`config.mk`:
```
export PLATFORM = sky130hd
export DESIGN_NAME = xorshift_star_random_generator_unit
export DESIGN_NICKNAME = d
export VERILOG_FILES = /design/src/hdl/rsg_pkg.sv /design/src/hdl/rsg_serial_mul.sv /design/src/hdl/rsg_serial_mod.sv /design/src/hdl/xorshift_star_random_generator_unit.sv
export SDC_FILE = /design/constraint.sdc
export NUM_CORES = 2
export LEC_CHECK = 0
export BUFFER_PORTS_ARGS = -buffer_cell sky130_fd_sc_hd__buf_2
export CORE_MARGIN = 1
export CORE_UTILIZATION = 60
export DETAILED_ROUTE_END_ITERATION = 8
export PLACE_DENSITY_LB_ADDON = 0.08
export SLEW_MARGIN = 25
export SYNTH_ARGS = -nofsm -noshare
export SYNTH_HDL_FRONTEND = slang
export SYNTH_SLANG_ARGS = --single-unit
```
`constraint.sdc`:
```
create_clock -name clock -period 16.8 [get_ports clock]
set_input_delay 1.68 -clock clock [delete_from_list [all_inputs] [get_ports clock]]
set_output_delay 1.68 -clock clock [all_outputs]
set_load 0.01 [all_outputs]
```
`src/hdl/rsg_pkg.sv`:
```
// rsg_pkg: shared constants, codes and handshake structs of the random generator
// used by rsg_serial_mul, rsg_serial_mod and xorshift_star_random_generator_unit
// no dependencies
`default_nettype none
package rsg_pkg;

   // operand and field widths
   localparam int unsigned WordW   = 64;
   localparam int unsigned IntW    = 32;
   localparam int unsigned SpanW   = IntW + 1;
   localparam int unsigned ProbW   = 25;
   localparam int unsigned FracW   = ProbW - 1;
   localparam int unsigned StreamW = 8;
   localparam int unsigned StepW   = $clog2(WordW);
   localparam int unsigned CsrAddrW = 5;
   localparam int unsigned CsrDataW = 64;
   localparam int unsigned ReqDataW = 96;
   localparam int unsigned RspDataW = 104;

   // mixing and scrambling constants
   localparam logic [WordW-1:0] SEED_GAMMA   = 64'h9E3779B97F4A7C15;
   localparam logic [WordW-1:0] MIX_A        = 64'hBF58476D1CE4E5B9;
   localparam logic [WordW-1:0] MIX_B        = 64'h94D049BB133111EB;
   localparam logic [WordW-1:0] STREAM_MUL   = 64'hD6E8FEB86659FD93;
   localparam logic [WordW-1:0] VARIANT_MUL  = 64'hA24BAED4963EE407;
   localparam logic [WordW-1:0] SCRAMBLE     = 64'h2545F4914F6CDD1D;

   // request opcodes
   typedef enum logic [1:0] {
      OP_RESEED  = 2'd0,
      OP_DRAW    = 2'd1,
      OP_INTEGER = 2'd2,
      OP_CHANCE  = 2'd3
   } op_type;

   // register indexes on the csr port
   typedef enum logic [1:0] {
      CSR_IDENTITY = 2'd0,
      CSR_STREAM   = 2'd1,
      CSR_VARIANT  = 2'd2
   } csr_index_type;

   // serial multiplier handshake
   typedef struct packed {
      logic             start;
      logic [WordW-1:0] a;
      logic [WordW-1:0] b;
   } mul_req_type;

   typedef struct packed {
      logic             done;
      logic [WordW-1:0] product;
   } mul_rsp_type;

   // serial modulo handshake
   typedef struct packed {
      logic             start;
      logic [WordW-1:0] dividend;
      logic [SpanW-1:0] divisor;
   } mod_req_type;

   typedef struct packed {
      logic            done;
      logic [IntW-1:0] remainder;
   } mod_rsp_type;

endpackage
`default_nettype wire

```
`src/hdl/rsg_serial_mul.sv`:
```
// rsg_serial_mul: bit-serial 64 x 64 multiplier, low 64 bits of the product
// one multiplier bit per cycle; depends on rsg_pkg
`default_nettype none
module rsg_serial_mul (
   input  wire logic                clock,
   input  wire logic                reset,
   input  wire rsg_pkg::mul_req_type mul_req,
   output rsg_pkg::mul_rsp_type     mul_rsp
);
   import rsg_pkg::*;

   logic [WordW-1:0] mcand_ff;
   logic [WordW-1:0] mplier_ff;
   logic [WordW-1:0] acc_ff;
   logic [WordW-1:0] acc_in;
   logic [StepW-1:0] step_ff;
   logic             busy_ff;
   logic             done_ff;

   // add the shifted multiplicand when the current multiplier bit is set
   always_comb begin
      acc_in = mplier_ff[0] ? (acc_ff + mcand_ff) : acc_ff;
   end

   // shift-add sequencer
   always_ff @(posedge clock) begin
      if (reset) begin
         busy_ff <= 1'b0;
         done_ff <= 1'b0;
         step_ff <= '0;
      end else begin
         done_ff <= 1'b0;
         if (mul_req.start) begin
            mcand_ff  <= mul_req.a;
            mplier_ff <= mul_req.b;
            acc_ff    <= '0;
            step_ff   <= '0;
            busy_ff   <= 1'b1;
         end else if (busy_ff) begin
            acc_ff    <= acc_in;
            mcand_ff  <= {mcand_ff[WordW-2:0], 1'b0};
            mplier_ff <= {1'b0, mplier_ff[WordW-1:1]};
            step_ff   <= step_ff + StepW'(1);
            if (step_ff == StepW'(WordW - 1)) begin
               busy_ff <= 1'b0;
               done_ff <= 1'b1;
            end
         end
      end
   end

   assign mul_rsp.done    = done_ff;
   assign mul_rsp.product = acc_ff;

endmodule
`default_nettype wire

```
`src/hdl/rsg_serial_mod.sv`:
```
// rsg_serial_mod: restoring remainder of a 64-bit word by a span of up to 2^32
// one dividend bit per cycle; depends on rsg_pkg
`default_nettype none
module rsg_serial_mod (
   input  wire logic                clock,
   input  wire logic                reset,
   input  wire rsg_pkg::mod_req_type mod_req,
   output rsg_pkg::mod_rsp_type     mod_rsp
);
   import rsg_pkg::*;

   logic [WordW-1:0] dvd_ff;
   logic [SpanW-1:0] den_ff;
   logic [SpanW-1:0] rem_ff;
   logic [SpanW:0]   trial;
   logic [SpanW-1:0] rem_in;
   logic [StepW-1:0] step_ff;
   logic             busy_ff;
   logic             done_ff;

   // bring down the next dividend bit and subtract when it fits
   always_comb begin
      trial = {rem_ff, dvd_ff[WordW-1]};
      if (trial >= {1'b0, den_ff}) begin
         rem_in = SpanW'(trial - {1'b0, den_ff});
      end else begin
         rem_in = trial[SpanW-1:0];
      end
   end

   // one quotient step per cycle
   always_ff @(posedge clock) begin
      if (reset) begin
         busy_ff <= 1'b0;
         done_ff <= 1'b0;
         step_ff <= '0;
      end else begin
         done_ff <= 1'b0;
         if (mod_req.start) begin
            dvd_ff  <= mod_req.dividend;
            den_ff  <= mod_req.divisor;
            rem_ff  <= '0;
            step_ff <= '0;
            busy_ff <= 1'b1;
         end else if (busy_ff) begin
            rem_ff  <= rem_in;
            dvd_ff  <= {dvd_ff[WordW-2:0], 1'b0};
            step_ff <= step_ff + StepW'(1);
            if (step_ff == StepW'(WordW - 1)) begin
               busy_ff <= 1'b0;
               done_ff <= 1'b1;
            end
         end
      end
   end

   // remainder is below the span, so it fits in the low 32 bits
   assign mod_rsp.done      = done_ff;
   assign mod_rsp.remainder = rem_ff[IntW-1:0];

endmodule
`default_nettype wire

```
`src/hdl/xorshift_star_random_generator_unit.sv`:
```
// xorshift_star_random_generator_unit: xorshift64* generator with splitmix64 reseed
// a draw or chance runs the scramble multiply, an integer adds the serial modulo,
// a reseed runs the stream, variant and both mixing multiplies, and trivial requests
// skip the serial arithmetic; one request in flight at a time
// reset: configuration registers clear to zero, then a seeding pass
// derives the state from the reset register values; req_tready stays low until it ends
`default_nettype none
module xorshift_star_random_generator_unit (
   input  wire logic                              clock,
   input  wire logic                              reset,
   // request stream
   input  wire logic                              req_tvalid,
   output logic                                   req_tready,
   // op[1:0], range_low[33:2], range_high[65:34], chance_probability[90:66], zero fill
   input  wire logic [rsg_pkg::ReqDataW-1:0]      req_tdata,
   // result stream
   output logic                                   rsp_tvalid,
   input  wire logic                              rsp_tready,
   // raw_value[63:0], integer_value[95:64], hit[96], advanced[97], zero fill
   output logic [rsg_pkg::RspDataW-1:0]           rsp_tdata,
   // csr port
   input  wire logic                              csr_psel,
   input  wire logic                              csr_penable,
   input  wire logic                              csr_pwrite,
   input  wire logic [rsg_pkg::CsrAddrW-1:0]      csr_paddr,
   input  wire logic [rsg_pkg::CsrDataW-1:0]      csr_pwdata,
   output logic [rsg_pkg::CsrDataW-1:0]           csr_prdata,
   output logic                                   csr_pready
);
   import rsg_pkg::*;

   typedef enum logic [3:0] {
      S_INIT,
      S_IDLE,
      S_STREAM_MUL,
      S_VARIANT_MUL,
      S_MIX_A,
      S_MIX_B,
      S_SCRAMBLE,
      S_MODULO,
      S_FINISH
   } state_type;

   state_type state_ff;

   // configuration registers
   logic [WordW-1:0]   identity_ff;
   logic [StreamW-1:0] stream_ff;
   logic [IntW-1:0]    variant_ff;

   // generator and work registers
   logic [WordW-1:0] gen_state_ff;
   logic [WordW-1:0] work_ff;
   logic             init_ff;
   op_type           op_ff;
   logic [IntW-1:0]  low_ff;
   logic [SpanW-1:0] span_ff;
   logic [FracW-1:0] prob_ff;

   // pending result
   logic [WordW-1:0] res_raw_ff;
   logic [IntW-1:0]  res_int_ff;
   logic             res_hit_ff;
   logic             res_adv_ff;

   // output register
   logic                rsp_valid_ff;
   logic [RspDataW-1:0] rsp_data_ff;

   // serial unit handshakes
   mul_req_type mul_req_ff;
   mul_rsp_type mul_rsp;
   mod_req_type mod_req_ff;
   mod_rsp_type mod_rsp;

   // request fields
   op_type           req_op;
   logic [IntW-1:0]  req_low;
   logic [IntW-1:0]  req_high;
   logic [ProbW-1:0] req_prob;
   logic [SpanW-1:0] req_span;
   logic             range_empty;
   logic             req_accept;

   // datapath helpers
   logic [WordW-1:0] xs_a;
   logic [WordW-1:0] xs_b;
   logic [WordW-1:0] xs_next;
   logic [WordW-1:0] seed_z;
   logic [WordW-1:0] init_z;
   logic [WordW-1:0] mix_a_op;
   logic [WordW-1:0] init_a_op;
   logic [WordW-1:0] mix_b_op;
   logic [WordW-1:0] mix_out;
   logic             out_free;
   logic             csr_write;

   // serial arithmetic units
   rsg_serial_mul u_mul (
      .clock   (clock),
      .reset   (reset),
      .mul_req (mul_req_ff),
      .mul_rsp (mul_rsp)
   );

   rsg_serial_mod u_mod (
      .clock   (clock),
      .reset   (reset),
      .mod_req (mod_req_ff),
      .mod_rsp (mod_rsp)
   );

   // request decode
   always_comb begin
      req_op      = op_type'(req_tdata[1:0]);
      req_low     = req_tdata[33:2];
      req_high    = req_tdata[65:34];
      req_prob    = req_tdata[90:66];
      req_span    = SpanW'({req_high[IntW-1], req_high} - {req_low[IntW-1], req_low}
                           + SpanW'(1));
      range_empty = $signed(req_high) <= $signed(req_low);
      req_accept  = req_tvalid && req_tready;
   end

   // xorshift step and splitmix mixing terms
   always_comb begin
      xs_a      = gen_state_ff ^ (gen_state_ff >> 12);
      xs_b      = xs_a ^ (xs_a << 25);
      xs_next   = xs_b ^ (xs_b >> 27);
      seed_z    = (work_ff ^ mul_rsp.product) + SEED_GAMMA;
      mix_a_op  = seed_z ^ (seed_z >> 30);
      init_z    = VARIANT_MUL + SEED_GAMMA;
      init_a_op = init_z ^ (init_z >> 30);
      mix_b_op  = mul_rsp.product ^ (mul_rsp.product >> 27);
      mix_out   = mul_rsp.product ^ (mul_rsp.product >> 31);
      out_free  = !rsp_valid_ff || rsp_tready;
   end

   // control sequencer
   always_ff @(posedge clock) begin
      if (reset) begin
         state_ff         <= S_INIT;
         init_ff          <= 1'b1;
         rsp_valid_ff     <= 1'b0;
         mul_req_ff.start <= 1'b0;
         mod_req_ff.start <= 1'b0;
      end else begin
         // hand the result to the output register once it is free
         if (state_ff == S_FINISH && out_free) begin
            rsp_valid_ff <= 1'b1;
            rsp_data_ff  <= {6'b0, res_adv_ff, res_hit_ff, res_int_ff, res_raw_ff};
         end else if (rsp_valid_ff && rsp_tready) begin
            rsp_valid_ff <= 1'b0;
         end
         unique case (state_ff)
            // seed from the reset register values
            S_INIT: begin
               mul_req_ff       <= '{start: 1'b1, a: init_a_op, b: MIX_A};
               mod_req_ff.start <= 1'b0;
               state_ff         <= S_MIX_A;
            end
            S_IDLE: begin
               mod_req_ff.start <= 1'b0;
               if (req_accept) begin
                  op_ff      <= req_op;
                  low_ff     <= req_low;
                  span_ff    <= req_span;
                  prob_ff    <= req_prob[FracW-1:0];
                  res_raw_ff <= '0;
                  res_adv_ff <= 1'b0;
                  priority if (req_op == OP_RESEED) begin
                     res_int_ff <= '0;
                     res_hit_ff <= 1'b0;
                     mul_req_ff <= '{start: 1'b1, a: WordW'(stream_ff), b: STREAM_MUL};
                     state_ff   <= S_STREAM_MUL;
                  end else if (req_op == OP_INTEGER && range_empty) begin
                     res_int_ff       <= req_low;
                     res_hit_ff       <= 1'b0;
                     mul_req_ff.start <= 1'b0;
                     state_ff         <= S_FINISH;
                  end else if (req_op == OP_CHANCE && (req_prob == '0 || req_prob[FracW])) begin
                     res_int_ff       <= '0;
                     res_hit_ff       <= req_prob[FracW];
                     mul_req_ff.start <= 1'b0;
                     state_ff         <= S_FINISH;
                  end else begin
                     // draw, integer or chance: advance state, then scramble
                     res_int_ff   <= '0;
                     res_hit_ff   <= 1'b0;
                     gen_state_ff <= xs_next;
                     mul_req_ff   <= '{start: 1'b1, a: xs_next, b: SCRAMBLE};
                     state_ff     <= S_SCRAMBLE;
                  end
               end else begin
                  mul_req_ff.start <= 1'b0;
               end
            end
            S_STREAM_MUL: begin
               mod_req_ff.start <= 1'b0;
               if (mul_rsp.done) begin
                  work_ff    <= identity_ff ^ {stream_ff, {(WordW - StreamW){1'b0}}}
                                ^ mul_rsp.product;
                  mul_req_ff <= '{start: 1'b1,
                                  a: WordW'({1'b0, variant_ff} + SpanW'(1)),
                                  b: VARIANT_MUL};
                  state_ff   <= S_VARIANT_MUL;
               end else begin
                  mul_req_ff.start <= 1'b0;
               end
            end
            S_VARIANT_MUL: begin
               mod_req_ff.start <= 1'b0;
               if (mul_rsp.done) begin
                  mul_req_ff <= '{start: 1'b1, a: mix_a_op, b: MIX_A};
                  state_ff   <= S_MIX_A;
               end else begin
                  mul_req_ff.start <= 1'b0;
               end
            end
            S_MIX_A: begin
               mod_req_ff.start <= 1'b0;
               if (mul_rsp.done) begin
                  mul_req_ff <= '{start: 1'b1, a: mix_b_op, b: MIX_B};
                  state_ff   <= S_MIX_B;
               end else begin
                  mul_req_ff.start <= 1'b0;
               end
            end
            // final fold; an all-zero seed would lock the generator
            S_MIX_B: begin
               mul_req_ff.start <= 1'b0;
               mod_req_ff.start <= 1'b0;
               if (mul_rsp.done) begin
                  gen_state_ff <= (mix_out == '0) ? SEED_GAMMA : mix_out;
                  res_adv_ff   <= 1'b1;
                  init_ff      <= 1'b0;
                  state_ff     <= init_ff ? S_IDLE : S_FINISH;
               end
            end
            S_SCRAMBLE: begin
               mul_req_ff.start <= 1'b0;
               if (mul_rsp.done) begin
                  res_raw_ff <= mul_rsp.product;
                  res_adv_ff <= 1'b1;
                  if (op_ff == OP_INTEGER) begin
                     mod_req_ff <= '{start: 1'b1, dividend: mul_rsp.product,
                                     divisor: span_ff};
                     state_ff   <= S_MODULO;
                  end else begin
                     mod_req_ff.start <= 1'b0;
                     res_hit_ff <= (op_ff == OP_CHANCE)
                                   && (mul_rsp.product[WordW-1 -: FracW] < prob_ff);
                     state_ff   <= S_FINISH;
                  end
               end else begin
                  mod_req_ff.start <= 1'b0;
               end
            end
            S_MODULO: begin
               mul_req_ff.start <= 1'b0;
               mod_req_ff.start <= 1'b0;
               if (mod_rsp.done) begin
                  res_int_ff <= low_ff + mod_rsp.remainder;
                  state_ff   <= S_FINISH;
               end
            end
            // wait for the output register
            S_FINISH: begin
               mul_req_ff.start <= 1'b0;
               mod_req_ff.start <= 1'b0;
               if (out_free) begin
                  state_ff <= S_IDLE;
               end
            end
            default: begin
               mul_req_ff.start <= 1'b0;
               mod_req_ff.start <= 1'b0;
               state_ff         <= S_IDLE;
            end
         endcase
      end
   end

   assign req_tready = (state_ff == S_IDLE);
   assign rsp_tvalid = rsp_valid_ff;
   assign rsp_tdata  = rsp_data_ff;

   // csr write transfer
   assign csr_write  = csr_psel && csr_penable && csr_pwrite && csr_pready;
   assign csr_pready = 1'b1;

   always_ff @(posedge clock) begin
      if (reset) begin
         identity_ff <= '0;
         stream_ff   <= '0;
         variant_ff  <= '0;
      end else if (csr_write) begin
         unique case (csr_paddr[CsrAddrW-1:3])
            CSR_IDENTITY: identity_ff <= csr_pwdata;
            CSR_STREAM:   stream_ff   <= csr_pwdata[StreamW-1:0];
            CSR_VARIANT:  variant_ff  <= csr_pwdata[IntW-1:0];
            default: begin
            end
         endcase
      end
   end

   // csr read mux
   always_comb begin
      unique case (csr_paddr[CsrAddrW-1:3])
         CSR_IDENTITY: csr_prdata = identity_ff;
         CSR_STREAM:   csr_prdata = CsrDataW'(stream_ff);
         CSR_VARIANT:  csr_prdata = CsrDataW'(variant_ff);
         default:      csr_prdata = '0;
      endcase
   end

endmodule
`default_nettype wire
```
After elaboration in Yosys (flattened, before gate mapping) --
Index checks and enable logic that the tools add are counted.
Storage, ports and cells: input port bits 172, flip-flop bits (word level) 1090
Cells by class: $lt $le $gt $ge 3, equal/unequal tests 31, add/sub/neg operators 9, reduce and logical (&&, ||, !) cells 51, mux-type cells 74, bitwise gates (word level) 14
Operator list (count):
- 64-bit 2-to-1 mux | 16
- 128-bit 2-to-1 mux | 6
- 128-bit one-hot mux with 5 select lines | 1
- 64-bit one-hot mux with 2 select lines | 2
- 64-bit XOR | 4
- 64-bit one-hot mux with 3 select lines | 1
- 129-bit 2-to-1 mux | 1
- 32-bit 2-to-1 mux | 4
- 64-bit by 37-bit XOR with 64-bit output | 2
- 33-bit 2-to-1 mux | 2
- 64-bit adder | 1
- 64-bit adder, second input constant | 1
- 64-bit zero test | 1
- 32-bit one-hot mux with 2 select lines | 1
- 64-bit by 33-bit XOR with 64-bit output | 1
- 64-bit by 34-bit XOR with 64-bit output | 1
- 64-bit by 52-bit XOR with 64-bit output | 1
- 4-bit 2-to-1 mux | 13
- 4-bit one-hot mux with 9 select lines | 1
- 34-bit by 33-bit >= comparator with 1-bit output | 1
- 32-bit by 1-bit adder with 33-bit output, second input constant | 1
- 33-bit by 1-bit adder with 33-bit output, second input constant | 1
- 32-bit by 32-bit subtractor with 33-bit output | 1
- 33-bit subtractor | 1
- other kinds (34) | 117

Depth between registers and ports, before layout --
word-level depth 8, mapped depth 16, gate-level depth less buffers 16

Hierarchy --
A second synthesis with hierarchy kept.
Second synthesis, totals: cells, all modules 4880, area, all modules 56197.6 um^2
By module, submodules not included:
- xorshift_star_random_generator_unit | area an instance 36495.0 um^2, seq. area each 20319.5 um^2, cells an instance 3174, instances 1
- rsg_serial_mul | area an instance 11768.8 um^2, seq. area each 5925.7 um^2, cells an instance 1010, instances 1
- rsg_serial_mod | area an instance 7933.9 um^2, seq. area each 4063.9 um^2, cells an instance 696, instances 1

Worst setup path before layout --
No wires, ideal clock.
path kind input port to flip-flop, from input port req_tdata[15] (netlist bit), to register mul_req_ff[100] (netlist bit) (enable), stages on the path 12, path buffers 0, arrival 11926 ps, required time 16040 ps, slack 4114 ps, setup time 760 ps, path through inv_1 -> ha_1 -> nand2_1 -> nor3_1 -> and3_1 -> o21ai_0 -> a31oi_1 -> o21ai_0 -> o2111a_1 -> o21ai_0 -> a31oi_1 -> nor4_1
Between the ends: cells in the longest elaborated chain, start to end 4
RTL lines:
- start, declared | line xorshift_star_random_generator_unit.sv:15 | input wire logic [rsg_pkg::ReqDataW-1:0] req_tdata,
- 32-bit <= comparator | line xorshift_star_random_generator_unit.sv:121 | range_empty = $signed(req_high) <= $signed(req_low);
- 1-bit logical AND | line xorshift_star_random_generator_unit.sv:176 | end else if (req_op == OP_INTEGER && range_empty) begin
- 3-bit != test (no line)
- 8-bit AND reduction (no line)
- end signal, assigned | line xorshift_star_random_generator_unit.sv:174 | mul_req_ff <= '{start: 1'b1, a: WordW'(stream_ff), b: STREAM_MUL};
- end signal, assigned | line xorshift_star_random_generator_unit.sv:191 | mul_req_ff <= '{start: 1'b1, a: xs_next, b: SCRAMBLE};
- end signal, assigned | line xorshift_star_random_generator_unit.sv:203 | mul_req_ff <= '{start: 1'b1,
- end, declared | line xorshift_star_random_generator_unit.sv:71 | mul_req_type mul_req_ff;
No other way between the ends. A chain may end at the register's enable or synchronous reset.

Final worst setup path --
from input port req_tdata[15] (netlist bit), to register mul_req_ff[122] (netlist bit) (enable)
The elaborated chain is that of the path after synthesis.

==> results.tsv <==
metric	value	unit
yosys-top-cells-area	edfxtp_1 (50%), xnor2_1 (5.5%), ha_1 (5.0%)	
hold_path_startpoint	mod_req_ff[11]	
ys.flop_type	edfxtp_1	
reg2reg_to	mul_req_ff[90]	
worst_pin_slew	1.168	ns
hold_end	u_mod.den_ff[11]	
outcome	finished, final reports clean	
cp.required	17.15	ns
fmax	0.1911	GHz
crit_arrival	5.58	ns
wl_per_cell	25.65	um
ys_warn_count	0	
min_path_type	flip-flop to flip-flop	
drv_slew	0	
netlist_instances	4842	
port_buffers	327	
hpwl	117600	um
overflow	0	
grt_pass1_wl	239300	um
dp_worst_setup_slack	10.85	ns
post-route-drc-count	0	
synth.distinct_cells	94	
cts_resized	0	
drtIter0Drc	4480	
antenna_found_initial	4	
drt_pass1_iterations	6	
drive_gt1_share	15.36	%
ir_worst_vdd	0.00009918	V
synth_top_area_share	50.31	%
io_pins	343	
vias	39450	
syn-mean-instance-area	11.39	um2
tritoncts	built	
finalCritPeriodShare	31.14	%
synth_area	0.05515	mm2
cts_root_buf	clkbuf_16	
core	0.09056	mm2
utilization	68.33	%
yosysTopAreaCell	edfxtp_1	
first_global_vias	37739	
vias_per_cell	6.178	
maxCapViolCount	0	
post_cts_buffers	0	
rows	110	
final.setup.tns	0	ns
postRouteAntennaNets	0	
cts_sinks	1052	
cts.htree.levels	3	
rsz0062_at_grt	no	
setup_viol	0	
finalHoldViolations	0	
routabilityCongestion	1.020	
rrSetupSlack	12.13	ns
synth_edf_count	924	
fin_nets	5525	
wl	163800	um
finalClockSkew	0.02911	ns
setup_ws	11.57	ns
clk_path_buf_depth	3	
slew_headroom	21.58	%
r2r-start	u_mul.acc_ff[23]	
die_w	305.2	um
crit_path_end_kind	flip-flop	
final.min_clock_period	5.232	ns
start_util	60.90	%
p_per_area	145.0	mW/mm2
grt_usage	34.79	%
area_delta_synth_final	12.21	%
ys_ff_latch	1052	
grt_max_degree	94	
numCtsBuffers	108	
rr_worst_depth	9	
worstPathMaxFanout	46	
clock_latency	0.73	ns
p_leak	23.64	nW
die_area	0.09313	mm2
hold_depth	0	
power	0.008975	W
cts_hold_buf	0	
critical_path_class	input pin to flip-flop	
ys_async_sr_fraction	0	%
dieHeight	305.2	um
critPathLaunchType	input pin	
clkTransAtPathRegs	0.06	ns
synth-seq-area-share	54.96	%
whs	0.4133	ns
[metal layers]
layer / track usage [%] / vias to the layer above / wire [um]
li1: - / 18095 / -
met1: 45.32 / 19122 / 64470
met2: 55.09 / 1827 / 75320
met3: 6.746 / 404 / 14380
met4: 18.99 / 2 / 9645
met5: 0 / - / 12
[layout by cell type, fill, tap and decap left out, drive strengths merged, types with 59 or more instances in the layout]
master,netlist,routed
edfxtp,924,924
nand2,447,447
buf,50,418
xnor2,351,351
a21oi,332,332
nor2,330,330
xor2,247,247
inv,216,224
ha,220,220
o21ai,215,215
clkbuf,211,139
mux2,134,134
dfxtp,128,128
a21o,100,100
and3,82,82
nand3,59,59
[kinds of logic (layout without fill, tap and decap cells)]
group / count (synthesis) / count (layout) / share of synthesized area (%)
AO/OA/AOI/OAI: 1034 / 1034 / 11.98
adder cells (fa/ha/maj): 239 / 239 / 5.681
buffers and inverters: 478 / 838 / 3.405
AND/OR/NAND/NOR: 1247 / 1247 / 10.57
other: 2 / 10 / 0.01362
multiplexers: 190 / 190 / 3.752
XOR/XNOR: 600 / 600 / 9.633
flip-flops: 1052 / 1052 / 54.96
[critical path, cell delays in order]
cell,delay (ns)
buf_2,0.14
inv_1,0.09
ha_1,0.31
nand2_1,0.07
nor3_1,0.26
and3_1,0.22
o21ai_0,0.08
a31oi_1,0.35
o21ai_0,0.17
o2111a_1,0.19
o21ai_2,0.20
a31oi_1,0.25
nor4_2,0.27
buf_4,0.57
buf_4,0.64
[synth_stat cells, types with 8 or more instances]
cell type and number:
a21boi_0 13, fa_1 19, o21ai_1 12, o21ai_0 201, o21a_1 29, nand4_1 46, and3_1 81, clkbuf_1 211
o221ai_1 26, a222oi_1 8, nand2b_1 29, a31oi_1 30, ha_1 220, nand2_1 447, mux2_2 134, inv_1 216
o22ai_1 40, xnor2_1 348, nor4_1 33, or2_2 14, a211oi_1 36, buf_2 31, a21oi_1 332, a21o_1 100
a22oi_1 25, nor2b_1 34, xor2_1 246, and2_1 56, o31ai_1 16, mux2i_1 56, buf_1 8, dfxtp_1 128
nor3b_1 10, o31a_1 9, nand3_1 59, nor2_1 330, nor3_1 49, buf_4 10, or3_1 26, a221oi_1 19
o22a_1 14, o21bai_1 25, edfxtp_1 924, o211ai_1 24
[where the power goes]
group	switching, W	internal (W)	leakage [nW]	total [W]
clock network	0.00107	0.00148	1.84	0.00255
logic	0.00189	0.000999	12.3	0.00289
registers	0.000211	0.00333	9.49	0.00354
total	0.00317	0.00580	23.6	0.00898
[through the flow]
| step | instances | area [um2] |
|---|---|---|
| after floorplan | 4847 | 55170 |
| after global placement | 6179 | 58060 |
| after detailed placement | 6180 | 58090 |
| after CTS | 6383 | 61870 |
| after global routing | 6383 | 61870 |
| final | 6386 | 61880 |
[how the worst max path moves through the flow]
| stage | end | start |
|---|---|---|
| floorplan | mul_req_ff[100] | req_tdata[15] |
| global placement | mul_req_ff[126] | req_tdata[15] |
| detailed placement | mul_req_ff[127] | req_tdata[15] |
| CTS | mul_req_ff[122] | req_tdata[15] |
| global route | mul_req_ff[122] | req_tdata[15] |
| finish | mul_req_ff[122] | req_tdata[15] |
[area by class of cell]
type                       count  area, um2
sequential                  1052      30320
fill                        6813      28680
multi-input combinational   3317      23150
clock buffer                 139       2973
timing repair buffer         418       2342
tap                         1176       1471
inverter                     217      817.0
clock inverter                64      804.5
antenna                        3      7.507
No activity file was read; power rests on OpenSTA's default activity.
